<file path="src/rtl/teq_pkg.sv">
// Shared types and constants for the timed event queue.
package teq_pkg;

	// Request kinds
	localparam logic [2:0] KIND_INSERT    = 3'd0;
	localparam logic [2:0] KIND_RM_HANDLER = 3'd1;
	localparam logic [2:0] KIND_RM_CLIENT = 3'd2;
	localparam logic [2:0] KIND_EXPIRE    = 3'd3;
	localparam logic [2:0] KIND_CLEAR     = 3'd4;

	// Most events fired by one expire request
	localparam int MAX_FIRE = 16;

	typedef struct packed {
		logic [2:0]  kind;
		logic [31:0] event_time;
		logic [7:0]  handler_id;
		logic [15:0] client_tag;
	} req_t;

	typedef struct packed {
		logic        fired;
		logic [31:0] fired_time;
		logic [7:0]  fired_handler;
		logic [15:0] fired_client;
		logic        status;
		logic [4:0]  removed_count;
		logic [4:0]  queue_count;
		logic [31:0] head_time;
		logic        last;
	} rsp_t;

	typedef struct packed {
		logic [31:0] due_time;
		logic [7:0]  handler;
		logic [15:0] client;
	} entry_t;

	typedef enum logic [3:0] {
		ST_IDLE,
		ST_DISPATCH,
		ST_INS_RD,
		ST_INS_CHK,
		ST_RM_RD,
		ST_RM_CHK,
		ST_EX_RD,
		ST_EX_CHK,
		ST_EX_END,
		ST_HEAD_RD,
		ST_RESP
	} state_t;

	typedef enum logic [1:0] {
		RES_PLAIN,
		RES_FIRE_NEXT,
		RES_FIRE_END
	} res_sel_t;

	typedef struct packed {
		logic     load;
		logic     set_full;
		logic     clear;
		logic     ins_rd;
		logic     ins_shift;
		logic     ins_put;
		logic     rd_issue;
		logic     rm_step;
		logic     rm_done;
		logic     ex_step;
		logic     ex_done;
		logic     head_rd;
		res_sel_t res_sel;
	} cmd_t;

	typedef struct packed {
		logic [2:0] kind;
		logic       full;
		logic       idx_zero;
		logic       later;
		logic       rd_end;
		logic       pend;
		logic       fired_any;
	} sts_t;

endpackage

</file>
<file path="src/rtl/teq_ctrl.sv">
// Sequencing state machine for the timed event queue.
module teq_ctrl (
	input  logic          clk,
	input  logic          arst_n,
	input  logic          req_valid,
	output logic          req_ready,
	input  logic          out_free,
	input  teq_pkg::sts_t sts,
	output teq_pkg::cmd_t cmd,
	output logic          emit
);
	import teq_pkg::*;

	state_t state_q, state_d;

	always_ff @(posedge clk or negedge arst_n) begin
		if (!arst_n) begin
			state_q <= ST_IDLE;
		end else begin
			state_q <= state_d;
		end
	end

	always_comb begin
		state_d   = state_q;
		cmd       = '0;
		emit      = 1'b0;
		req_ready = 1'b0;
		unique case (state_q)
			ST_IDLE: begin
				req_ready = 1'b1;
				if (req_valid) begin
					cmd.load = 1'b1;
					state_d  = ST_DISPATCH;
				end
			end
			ST_DISPATCH: begin
				unique case (sts.kind) inside
					KIND_INSERT: begin
						if (sts.full) begin
							cmd.set_full = 1'b1;
							state_d      = ST_HEAD_RD;
						end else begin
							state_d = ST_INS_RD;
						end
					end
					KIND_RM_HANDLER, KIND_RM_CLIENT: state_d = ST_RM_RD;
					KIND_EXPIRE: state_d = ST_EX_RD;
					KIND_CLEAR: begin
						cmd.clear = 1'b1;
						state_d   = ST_HEAD_RD;
					end
					default: state_d = ST_HEAD_RD;
				endcase
			end
			ST_INS_RD: begin
				if (sts.idx_zero) begin
					cmd.ins_put = 1'b1;
					state_d     = ST_HEAD_RD;
				end else begin
					cmd.ins_rd = 1'b1;
					state_d    = ST_INS_CHK;
				end
			end
			ST_INS_CHK: begin
				if (sts.later) begin
					cmd.ins_shift = 1'b1;
					state_d       = ST_INS_RD;
				end else begin
					cmd.ins_put = 1'b1;
					state_d     = ST_HEAD_RD;
				end
			end
			ST_RM_RD: begin
				if (sts.rd_end) begin
					cmd.rm_done = 1'b1;
					state_d     = ST_HEAD_RD;
				end else begin
					cmd.rd_issue = 1'b1;
					state_d      = ST_RM_CHK;
				end
			end
			ST_RM_CHK: begin
				cmd.rm_step = 1'b1;
				state_d     = ST_RM_RD;
			end
			ST_EX_RD: begin
				if (sts.rd_end) begin
					state_d = ST_EX_END;
				end else begin
					cmd.rd_issue = 1'b1;
					state_d      = ST_EX_CHK;
				end
			end
			ST_EX_CHK: begin
				// hold while a pending fired event cannot be reported
				if (!sts.pend || out_free) begin
					emit        = sts.pend;
					cmd.res_sel = RES_FIRE_NEXT;
					cmd.ex_step = 1'b1;
					state_d     = ST_EX_RD;
				end
			end
			ST_EX_END: begin
				if (sts.pend) begin
					if (out_free) begin
						emit        = 1'b1;
						cmd.res_sel = RES_FIRE_END;
						cmd.ex_done = 1'b1;
						state_d     = ST_IDLE;
					end
				end else if (sts.fired_any) begin
					cmd.ex_done = 1'b1;
					state_d     = ST_IDLE;
				end else begin
					cmd.ex_done = 1'b1;
					state_d     = ST_HEAD_RD;
				end
			end
			ST_HEAD_RD: begin
				cmd.head_rd = 1'b1;
				state_d     = ST_RESP;
			end
			ST_RESP: begin
				if (out_free) begin
					emit        = 1'b1;
					cmd.res_sel = RES_PLAIN;
					state_d     = ST_IDLE;
				end
			end
			default: state_d = ST_IDLE;
		endcase
	end

endmodule

</file>
<file path="src/rtl/teq_dp.sv">
// Entry memory, pointers and result formatting for the timed event queue.
module teq_dp #(
	parameter int DEPTH = 16
) (
	input  logic          clk,
	input  logic          arst_n,
	input  teq_pkg::req_t req_data,
	input  teq_pkg::cmd_t cmd,
	output teq_pkg::sts_t sts,
	output teq_pkg::rsp_t res
);
	import teq_pkg::*;

	localparam int AW = (DEPTH > 1) ? $clog2(DEPTH) : 1;
	localparam int CW = $clog2(DEPTH + 1);

	entry_t          mem_q [DEPTH];
	entry_t          rdata_q;
	entry_t          pend_q;
	req_t            req_q;
	logic [CW-1:0]   count_q;
	logic [CW-1:0]   n_q;
	logic [CW-1:0]   rd_q;
	logic [CW-1:0]   wr_q;
	logic [CW-1:0]   f_q;
	logic [CW-1:0]   removed_q;
	logic [AW-1:0]   idx_q;
	logic            status_q;
	logic            firing_q;
	logic            pend_vld_q;

	logic            hit;
	logic            due;
	logic            rd_en;
	logic            wr_en;
	logic [AW-1:0]   rd_addr;
	logic [AW-1:0]   wr_addr;
	entry_t          wr_data;
	entry_t          new_entry;
	logic [CW-1:0]   left;

	assign new_entry = '{due_time: req_q.event_time, handler: req_q.handler_id,
		client: req_q.client_tag};

	assign hit = (req_q.kind == KIND_RM_CLIENT) ? (rdata_q.client == req_q.client_tag)
		: (rdata_q.handler == req_q.handler_id);

	// still firing, under the per-request limit, and the entry is due
	assign due = firing_q && (32'(f_q) < MAX_FIRE)
		&& (rdata_q.due_time <= req_q.event_time);

	assign rd_en   = cmd.ins_rd | cmd.rd_issue | cmd.head_rd;
	assign rd_addr = cmd.ins_rd ? (idx_q - AW'(1)) : (cmd.head_rd ? '0 : rd_q[AW-1:0]);

	assign wr_en   = cmd.ins_shift | cmd.ins_put | (cmd.rm_step & ~hit)
		| (cmd.ex_step & ~due);
	assign wr_addr = (cmd.ins_shift | cmd.ins_put) ? idx_q : wr_q[AW-1:0];
	assign wr_data = cmd.ins_put ? new_entry : rdata_q;

	always_ff @(posedge clk) begin
		if (wr_en) begin
			mem_q[wr_addr] <= wr_data;
		end
		if (rd_en) begin
			rdata_q <= mem_q[rd_addr];
		end
	end

	always_ff @(posedge clk or negedge arst_n) begin
		if (!arst_n) begin
			count_q    <= '0;
			pend_vld_q <= 1'b0;
		end else begin
			if (cmd.ins_put) begin
				count_q <= count_q + CW'(1);
			end
			if (cmd.rm_done || cmd.ex_done) begin
				count_q <= wr_q;
			end
			if (cmd.clear) begin
				count_q <= '0;
			end
			if (cmd.ex_step) begin
				pend_vld_q <= due;
			end
			if (cmd.ex_done || cmd.load) begin
				pend_vld_q <= 1'b0;
			end
		end
	end

	always_ff @(posedge clk) begin
		if (cmd.load) begin
			req_q     <= req_data;
			n_q       <= count_q;
			idx_q     <= count_q[AW-1:0];
			rd_q      <= '0;
			wr_q      <= '0;
			f_q       <= '0;
			removed_q <= '0;
			status_q  <= 1'b0;
			firing_q  <= 1'b1;
		end
		if (cmd.set_full) begin
			status_q <= 1'b1;
		end
		if (cmd.clear) begin
			removed_q <= count_q;
		end
		if (cmd.ins_shift) begin
			idx_q <= idx_q - AW'(1);
		end
		if (cmd.rm_step) begin
			rd_q <= rd_q + CW'(1);
			if (!hit) begin
				wr_q <= wr_q + CW'(1);
			end
		end
		if (cmd.rm_done) begin
			removed_q <= n_q - wr_q;
		end
		if (cmd.ex_step) begin
			rd_q <= rd_q + CW'(1);
			if (due) begin
				pend_q <= rdata_q;
				f_q    <= f_q + CW'(1);
			end else begin
				firing_q <= 1'b0;
				wr_q     <= wr_q + CW'(1);
			end
		end
	end

	assign sts.kind      = req_q.kind;
	assign sts.full      = (count_q == CW'(DEPTH));
	assign sts.idx_zero  = (idx_q == '0);
	assign sts.later     = (rdata_q.due_time > req_q.event_time);
	assign sts.rd_end    = (rd_q == n_q);
	assign sts.pend      = pend_vld_q;
	assign sts.fired_any = (f_q != '0);

	assign left = n_q - f_q;

	always_comb begin
		res = '0;
		unique case (cmd.res_sel)
			RES_FIRE_NEXT: begin
				res.fired         = 1'b1;
				res.fired_time    = pend_q.due_time;
				res.fired_handler = pend_q.handler;
				res.fired_client  = pend_q.client;
				res.queue_count   = 5'(left);
				res.head_time     = rdata_q.due_time;
				res.last          = ~due;
			end
			RES_FIRE_END: begin
				res.fired         = 1'b1;
				res.fired_time    = pend_q.due_time;
				res.fired_handler = pend_q.handler;
				res.fired_client  = pend_q.client;
				res.queue_count   = 5'(left);
				res.last          = 1'b1;
			end
			default: begin
				res.status        = status_q;
				res.removed_count = 5'(removed_q);
				res.queue_count   = 5'(count_q);
				res.head_time     = (count_q != '0) ? rdata_q.due_time : 32'd0;
				res.last          = 1'b1;
			end
		endcase
	end

endmodule

</file>
<file path="src/rtl/timed_event_queue_top.sv">
// Top level of the timed event queue: controller, datapath and result register.
//
// Keeps up to DEPTH pending events sorted by due time (stable for equal
// times) in a single-port entry memory with a registered read. One request
// is handled at a time; req_ready is high only while the sequencer is idle.
// Each entry touched takes a read state, then a state that acts on the read
// data. An insert walks down from the tail, shifting up each entry due
// later; a remove and an expire walk every entry; a clear, a spare kind or
// an insert into a full queue only read the head. The result side can
// hold the block off. Every request gives one result; an expire that finds
// due events gives one result per fired event (at most 16, earliest first)
// with last set on the final one. A finished result waits in the output
// register while the block goes on with the rest of the request.
module timed_event_queue_top #(
	parameter int DEPTH = 16
) (
	input  logic          clk,
	input  logic          arst_n,
	input  logic          req_valid,
	output logic          req_ready,
	input  teq_pkg::req_t req_data,
	output logic          rsp_valid,
	input  logic          rsp_ready,
	output teq_pkg::rsp_t rsp_data
);
	import teq_pkg::*;

	cmd_t cmd;
	sts_t sts;
	rsp_t res;
	logic emit;
	logic out_free;
	logic rsp_valid_q;
	rsp_t rsp_q;

	// The output register can take a new result when empty or being drained.
	assign out_free = ~rsp_valid_q | rsp_ready;

	teq_ctrl u_ctrl (
		.clk       (clk),
		.arst_n    (arst_n),
		.req_valid (req_valid),
		.req_ready (req_ready),
		.out_free  (out_free),
		.sts       (sts),
		.cmd       (cmd),
		.emit      (emit)
	);

	teq_dp #(
		.DEPTH (DEPTH)
	) u_dp (
		.clk      (clk),
		.arst_n   (arst_n),
		.req_data (req_data),
		.cmd      (cmd),
		.sts      (sts),
		.res      (res)
	);

	// Hold the result until taken; load a new one when the controller emits.
	always_ff @(posedge clk or negedge arst_n) begin
		if (!arst_n) begin
			rsp_valid_q <= 1'b0;
		end else if (emit) begin
			rsp_valid_q <= 1'b1;
		end else if (rsp_ready) begin
			rsp_valid_q <= 1'b0;
		end
	end

	always_ff @(posedge clk) begin
		if (emit) begin
			rsp_q <= res;
		end
	end

	assign rsp_valid = rsp_valid_q;
	assign rsp_data  = rsp_q;

	// Never overwrite a result that is still waiting.
	a_emit_free: assert property (@(posedge clk) disable iff (!arst_n)
		emit |-> out_free)
		else $error("result emitted into a full output register");

	// One request at a time: acceptance drops ready for the next cycle.
	a_one_req: assert property (@(posedge clk) disable iff (!arst_n)
		req_valid && req_ready |=> !req_ready)
		else $error("request accepted while another is in progress");

	// Fired events leave in time order: the next head is not earlier.
	a_fire_order: assert property (@(posedge clk) disable iff (!arst_n)
		emit && res.fired && !res.last |-> res.head_time >= res.fired_time)
		else $error("fired event is later than the remaining head");

	// A request is taken only when no fired event is still pending.
	a_idle_clean: assert property (@(posedge clk) disable iff (!arst_n)
		req_ready |-> !sts.pend)
		else $error("sequencer idle with a fired event unreported");

endmodule

</file>
<file path="config.mk">
export PLATFORM = sky130hd
export DESIGN_NAME = timed_event_queue_top
export DESIGN_NICKNAME = d
export VERILOG_FILES = /design/src/rtl/teq_pkg.sv /design/src/rtl/teq_ctrl.sv /design/src/rtl/teq_dp.sv /design/src/rtl/timed_event_queue_top.sv
export SDC_FILE = /design/constraint.sdc
export NUM_CORES = 1
export LEC_CHECK = 0
export BUFFER_PORTS_ARGS = -buffer_cell sky130_fd_sc_hd__buf_2
export CAP_MARGIN = 40
export CORE_MARGIN = 5
export CORE_UTILIZATION = 45
export DETAILED_ROUTE_END_ITERATION = 10
export PLACE_DENSITY = 0.61
export SETUP_SLACK_MARGIN = 0.3
export SLEW_MARGIN = 20
export SYNTH_ARGS = -nofsm -noshare
export SYNTH_HDL_FRONTEND = slang
export SYNTH_SLANG_ARGS = --single-unit
</file>
<file path="constraint.sdc">
create_clock -name clk -period 7.6 [get_ports clk]
set_input_delay 1.52 -clock clk [delete_from_list [all_inputs] [get_ports clk]]
set_output_delay 1.52 -clock clk [all_outputs]
set_load 0.03 [all_outputs]
</file>
# Word-level counts from Yosys, hierarchy flattened
# Memory sizes are Yosys's and may differ from the RTL's. A register that Yosys moved wholly into a read port is not among the register bits.
# Cells that the tools add are included.
# classes
bitwise_logic	11
reduce_logical	22
n_lt_le_gt_ge	3
add_sub_neg	7
n_eq_ne	22
div_mod_pow	0
shift	0
n_mux	80
mul	0
# ops
op	n
5-bit 2-to-1 mux	17
32-bit case mux with 2 select lines	1
4-bit 2-to-1 mux	15
57-bit 2-to-1 mux	1
56-bit 2-to-1 mux	1
4-bit case mux with 11 select lines	1
1-bit 2-to-1 mux	36
32-bit greater-than comparator	1
32-bit <= comparator	1
32-bit 2-to-1 mux	1
5-bit by 1-bit adder with 5-bit output (second input constant)	4
16-bit == test	1
4-bit by 3-bit == test with 1-bit output (second input constant)	4
4-bit == test (second input constant)	3
4-bit case mux with 3 select lines	1
5-bit nonzero test	2
5-bit subtractor	2
3-bit nonzero test	3
4-bit by 2-bit == test with 1-bit output (second input constant)	2
8-bit == test	1
4-bit logical NOT	2
3-bit by 2-bit == test with 1-bit output (second input constant)	2
2-bit 2-to-1 mux	3
1-bit bitwise OR	6
23 further kinds	34
# word_totals
latch_bits	0
mem_bits_rw	896
reg_bits	258
input_bits	63
romBits	0
n_memories	1
# mem_list
memory	words	word_bits	rd	rd_clocked_by_memory_dff	write_ports	line_no	rtl
u_dp.mem_q	16	56	1	1	1	teq_dp.sv:17	entry_t mem_q [DEPTH];

# Longest topological paths before layout
# depth
word_depth	9
depth_mapped	13
mapped_depth_nobuf	10

# Cells and area by module
# From an unflattened synthesis, not the netlist that was laid out.
# unflattened
cells_unflattened	2424
area_unflattened_um2	47579.4
# by_module_without_submodules
mod	instances	seq_area_each_um2	cells_each	area_each_um2
teq_dp	1	33001.7	2254	43985.9
timed_event_queue_top	1	3057.9	104	3080.5
teq_ctrl	1	100.1	66	513.0

# Least setup slack after synthesis
# No wires, ideal clock.
# synth_timing
kind	reg-to-reg
startpoint	register u_dp.rd_q[3]
endpoint	register, netlist name u_dp.rdata_q[0]
required_time_ps	6937
t_arrival_ps	7235
stages_incl_launch_ff	5
slack_ps	-298
setup_ps	663
period_less_slack_ps	7898
cell_sequence	edfxtp_1 -> xnor2_1 -> nand3_1 -> nor3_1 -> o311ai_0
# synth_via
elab_chain_cells	5
elab_cells_between_ends	7
# synth_rtl
element	line_no	rtl
from (decl)	teq_dp.sv:23	logic [CW-1:0] rd_q;
from (signal assigned)	teq_dp.sv:114	rd_q <= rd_q + CW'(1);
from (signal assigned)	teq_dp.sv:123	rd_q <= rd_q + CW'(1);
5-bit == test	teq_dp.sv:138	assign sts.rd_end = (rd_q == n_q);
1-bit 2-to-1 mux	teq_ctrl.sv:75, teq_ctrl.sv:88	
1-bit 2-to-1 mux	--	
1-bit bitwise OR (2 in series)	teq_dp.sv:52	assign rd_en = cmd.ins_rd | cmd.rd_issue | cmd.head_rd;
net u_dp.rd_en	teq_dp.sv:34	logic rd_en;
# The timed path passes the listed nets, and every way through them passes these cells.
# A chain may end at the register's enable or synchronous reset.

# Worst setup path after layout
# layout_timing
startpoint	register, netlist name u_dp.rdata_q[53]
endpoint	memory u_dp.mem_q[1][8] (netlist name), enable pin
# layout_via
elab_chain_cells	8
elab_cells_between_ends	15
# layout_rtl
element	line_no	rtl
32-bit greater-than comparator	teq_dp.sv:137	assign sts.later = (rdata_q.due_time > req_q.event_time);
1-bit 2-to-1 mux	teq_ctrl.sv:66	if (sts.later) begin
1-bit case mux with 2 select lines or 1-bit 2-to-1 mux (tied branches)	teq_ctrl.sv:29	unique case (state_q)
1-bit bitwise OR	teq_dp.sv:55, teq_dp.sv:57	
1-bit bitwise OR	teq_dp.sv:55	assign wr_en = cmd.ins_shift | cmd.ins_put | (cmd.rm_step & ~hit)
1-bit bitwise OR	teq_dp.sv:56	| (cmd.ex_step & ~due);
1-bit 2-to-1 mux	teq_dp.sv:61	if (wr_en) begin
1-bit 2-to-1 mux (not written as such)	teq_dp.sv:62	mem_q[wr_addr] <= wr_data;
to (decl)	teq_dp.sv:17	
# Parallel ways exist; a longest one is shown, timed or not.

==> metrics.md <==
| Metric | Value |
|---|---|
| DRC violation total after the first TritonRoute iteration | a little over 2000 |
| Worst-Margin Slew | ~1.4 ns |
| Fmax | ~0.21 GHz |
| Remaining Overflow, GRT | 0 |
| Cts hold-fix bufs | 0 |
| PortBufs | 165 |
| Global-route wire length before repair | 167.3 mm |
| Core ar. | between 100000 and 150000 um^2 |
| DRT antenna net count | 0 |
| Critical Path RT | roughly 8 ns |
| Worst slew margin | 0.07886 |
| CTS tree | built |
| Post-CTS Setup Inserts | 0 |
| Synth cell types | 66 |
| Max-cap violations | 0 |
| PwrDens | between 400 and 500 nW/um^2 |
| Initial antenna violation count | 5 |
| Crit. End Element | flip-flop |
| Routed WL per cell | 24.73 um |
| Share of layout cells above drive strength 1 | 0.1500 |
| Worst Setup Slack, final | between 2 and 3 ns |
| Placer Congestion | just over 0.8 |
| Yosys warnings | 0 |
| Post-synthesis sequential area ratio | 0.7288 |
| Synthesized flop and latch total | about 1200 |
| CTS buffer count | 130 |
| Period Utilization, post-route | 0.6375 |
| Synth Cell Area | slightly below 50000 um^2 |
| Peak VDD IR | roughly 0.52 mV |
| Unrepaired setup endpoints after global routing | no |
| Row cnt | roughly 120 |
| Starting Density | 0.4545 |
| I/O Pins | 166 |
| Largest net degree at the start of global routing | roughly 150 |
| Synth Net Count | about 2900 |
| Clk_lat worst skew | between 0.7 and 0.8 ns |
| Primary FF master, synth | edfxtp_1 |
| Critical path type | reg -> reg |
| Final #Nets | approximately 3200 |
| Drt total wl | roughly 110 mm |
| Yosys top cell by area | edfxtp_1 |
| Max FO, Critical Path | 38 |
| Vias per inst | 5.387 |
| Vias | roughly 25000 |
| Top cell type's share of synthesized area | 0.7184 |
| Top cells by area, synth | edfxtp_1 72%, mux2i_1 17%, ha_1 1.2% |
| Clock Pin Slew Worst Setup and Hold Paths | approximately 0.06 ns |
| Final setup TNS | 0 ns |
| Post-synth EDFFs | 1187 |
| Clock root buffer | clkbuf_16 |
| Die height | approximately 340 um |
| GRT Total Usage | 0.1928 |
| Hold Crit Class | reg -> reg |
| Hpwl dp | ~74 mm |
| H-tree depth | 4 |
| Layout Skew | between 0.03 and 0.04 ns |
| Slew Viols, Final | 0 |
| Hold slack | 0.4765 ns |
| Pre-CTS setup slack | between 2 and 2.5 ns |
| Min cycle time layout | just under 5 ns |
| Setup Viol. Count Final | 0 |
| Clock sinks | roughly 1200 |
| Drc violations | 0 |
| CP arrival | a little over 5 ns |
| Mapped Cells | roughly 2800 |
| Number of global-route vias before repair | around 25000 |
| Flip-flop and latch area | around 36000 um^2 |
| Synth Area per Inst | approximately 18 um^2 |
| Async S/R FF share, synth | 0.009091 |
| Fin. Hold Viols | 0 |
| Status | completed |
| Die Footprint | about 120000 um^2 |
| CP Launch Type | flip-flop |
| Max clock buf depth | 3 |
| Filler cell count | slightly below 9000 |
| Die W | 342.1 um |
| P&R area growth vs syn | 14.13% |
| Tot Pwr | between 20 and 25 mW |
| Leak | slightly above 20 nW |
| Drt pass-1 iters | 7 |
| Post-CTS sizing | 0 |
| Multi-input logic area | about 12000 um^2 |
==> critical path: stages, from the launching register on <==
cell	delay (ns)
edfxtp_1	0.43
ha_1	0.33
nand4_1	0.29
nor4_2	0.74
o31ai_1	0.20
o21ai_1	0.65
a32o_1	0.45
nor2b_4	0.65
buf_4	0.64
==> synthesized netlist by cell type (18+ instances only) <==
| cell | count |
|---|---|
| nor2b_1 | 96 |
| o21ai_0 | 19 |
| clkbuf_1 | 30 |
| edfxtp_1 | 1187 |
| xnor2_1 | 26 |
| nand3_1 | 18 |
| inv_1 | 58 |
| xor2_1 | 19 |
| buf_2 | 27 |
| o21ai_1 | 36 |
| mux2_1 | 26 |
| a21oi_1 | 30 |
| nor2_1 | 37 |
| buf_6 | 31 |
| mux2i_1 | 851 |
| ha_1 | 48 |
| nor3_1 | 19 |
| nand2_1 | 69 |
==> registers in the layout (all words and copies together) (netlist names) <==
name and count:
rsp_data 101, rsp_valid 1, u_ctrl.state_q 4, u_dp.count_q 5
u_dp.f_q 5, u_dp.firing_q 1, u_dp.idx_q 4, u_dp.mem_q 896
u_dp.n_q 5, u_dp.new_entry 56, u_dp.pend_q 56, u_dp.pend_vld_q 1
u_dp.rd_q 5, u_dp.rdata_q 56, u_dp.removed_q 5, u_dp.status_q 1
u_dp.sts 3, u_dp.wr_q 5
==> kinds of logic (layout without fill, tap and decap cells) <==
logic type      count (synthesis)  in the layout  synth area share
compound gates                138            138           0.01674
xor+xnor                       45             45          0.007944
other cells                     0              1                 0
mux                           877            877            0.1776
simple gates                  286            286           0.03064
fa+ha+maj                      50             50           0.01291
buf+inv                       186            535           0.02539
flops                        1210           1210            0.7288
==> per-stage QoR <==
step | cells | area [um^2] | utilization
after floorplan | 2792 | 49620 | -
final | 4618 | 56630 | 0.5188
after CTS | 4615 | 56590 | 0.5184
after detailed placement | 4390 | 52470 | 0.4806
after global routing | 4617 | 56630 | 0.5188
after global placement | 4366 | 51990 | 0.4763
==> cell usage in the layout, fill, tap and decap left out, drive strengths merged, types with 19 or more instances in the layout <==
cell type,instances
a21oi,31
buf,251
clkbuf,163
clkinv,37
edfxtp,1187
ha,48
inv,67
mux2,26
mux2i,851
nand2,69
nor2,37
nor2b,96
nor3,19
o21ai,56
xnor2,26
xor2,19
==> area by class of cell <==
type / count / share of cell area
Timing Repair Buffer: 251 / 0.03204
Clock buffer: 163 / 0.06076
Antenna cell: 1 / 0.00004419
Sequential cell: 1210 / 0.6385
Clock inverter: 62 / 0.01204
Inverter: 59 / 0.003955
Tap cell: 1476 / 0.03261
Multi-Input combinational cell: 1396 / 0.2200
==> per-layer routing <==
layer  wire length (um)  GRT usage  up-vias
li1                   -          -    11320
met3               6993    0.04075      144
met4               2236    0.04791        2
met2              51250     0.2910      673
met1              53700     0.2878    12730
met5                 12          0        -
==> where the power goes <==
part / internal, mW / switching (mW)
Sequential: 9.25 / 0.381
Combinational: 2.67 / 5.07
Clock: 3.68 / 2.48
==> path summary, 6_finish.rpt <==
path | cells past startpoint | start | to | slack [ns]
min in group asynchronous | 1 | arst_n | u_dp.count_q[3] | 0.69
setup reg to reg | 8 | u_dp.rdata_q[53] | u_dp.mem_q[1][8] | 2.75
hold reg to reg | 0 | u_dp.rdata_q[15] | u_dp.pend_q[15] | 0.48
setup / recovery | 8 | u_dp.rdata_q[53] | u_dp.mem_q[1][8] | 2.75
hold / removal | 0 | u_dp.rdata_q[15] | u_dp.pend_q[15] | 0.48
max in group asynchronous | 1 | arst_n | u_dp.pend_vld_q | 6.64
Note: power is estimated with default switching activity, not from simulation.
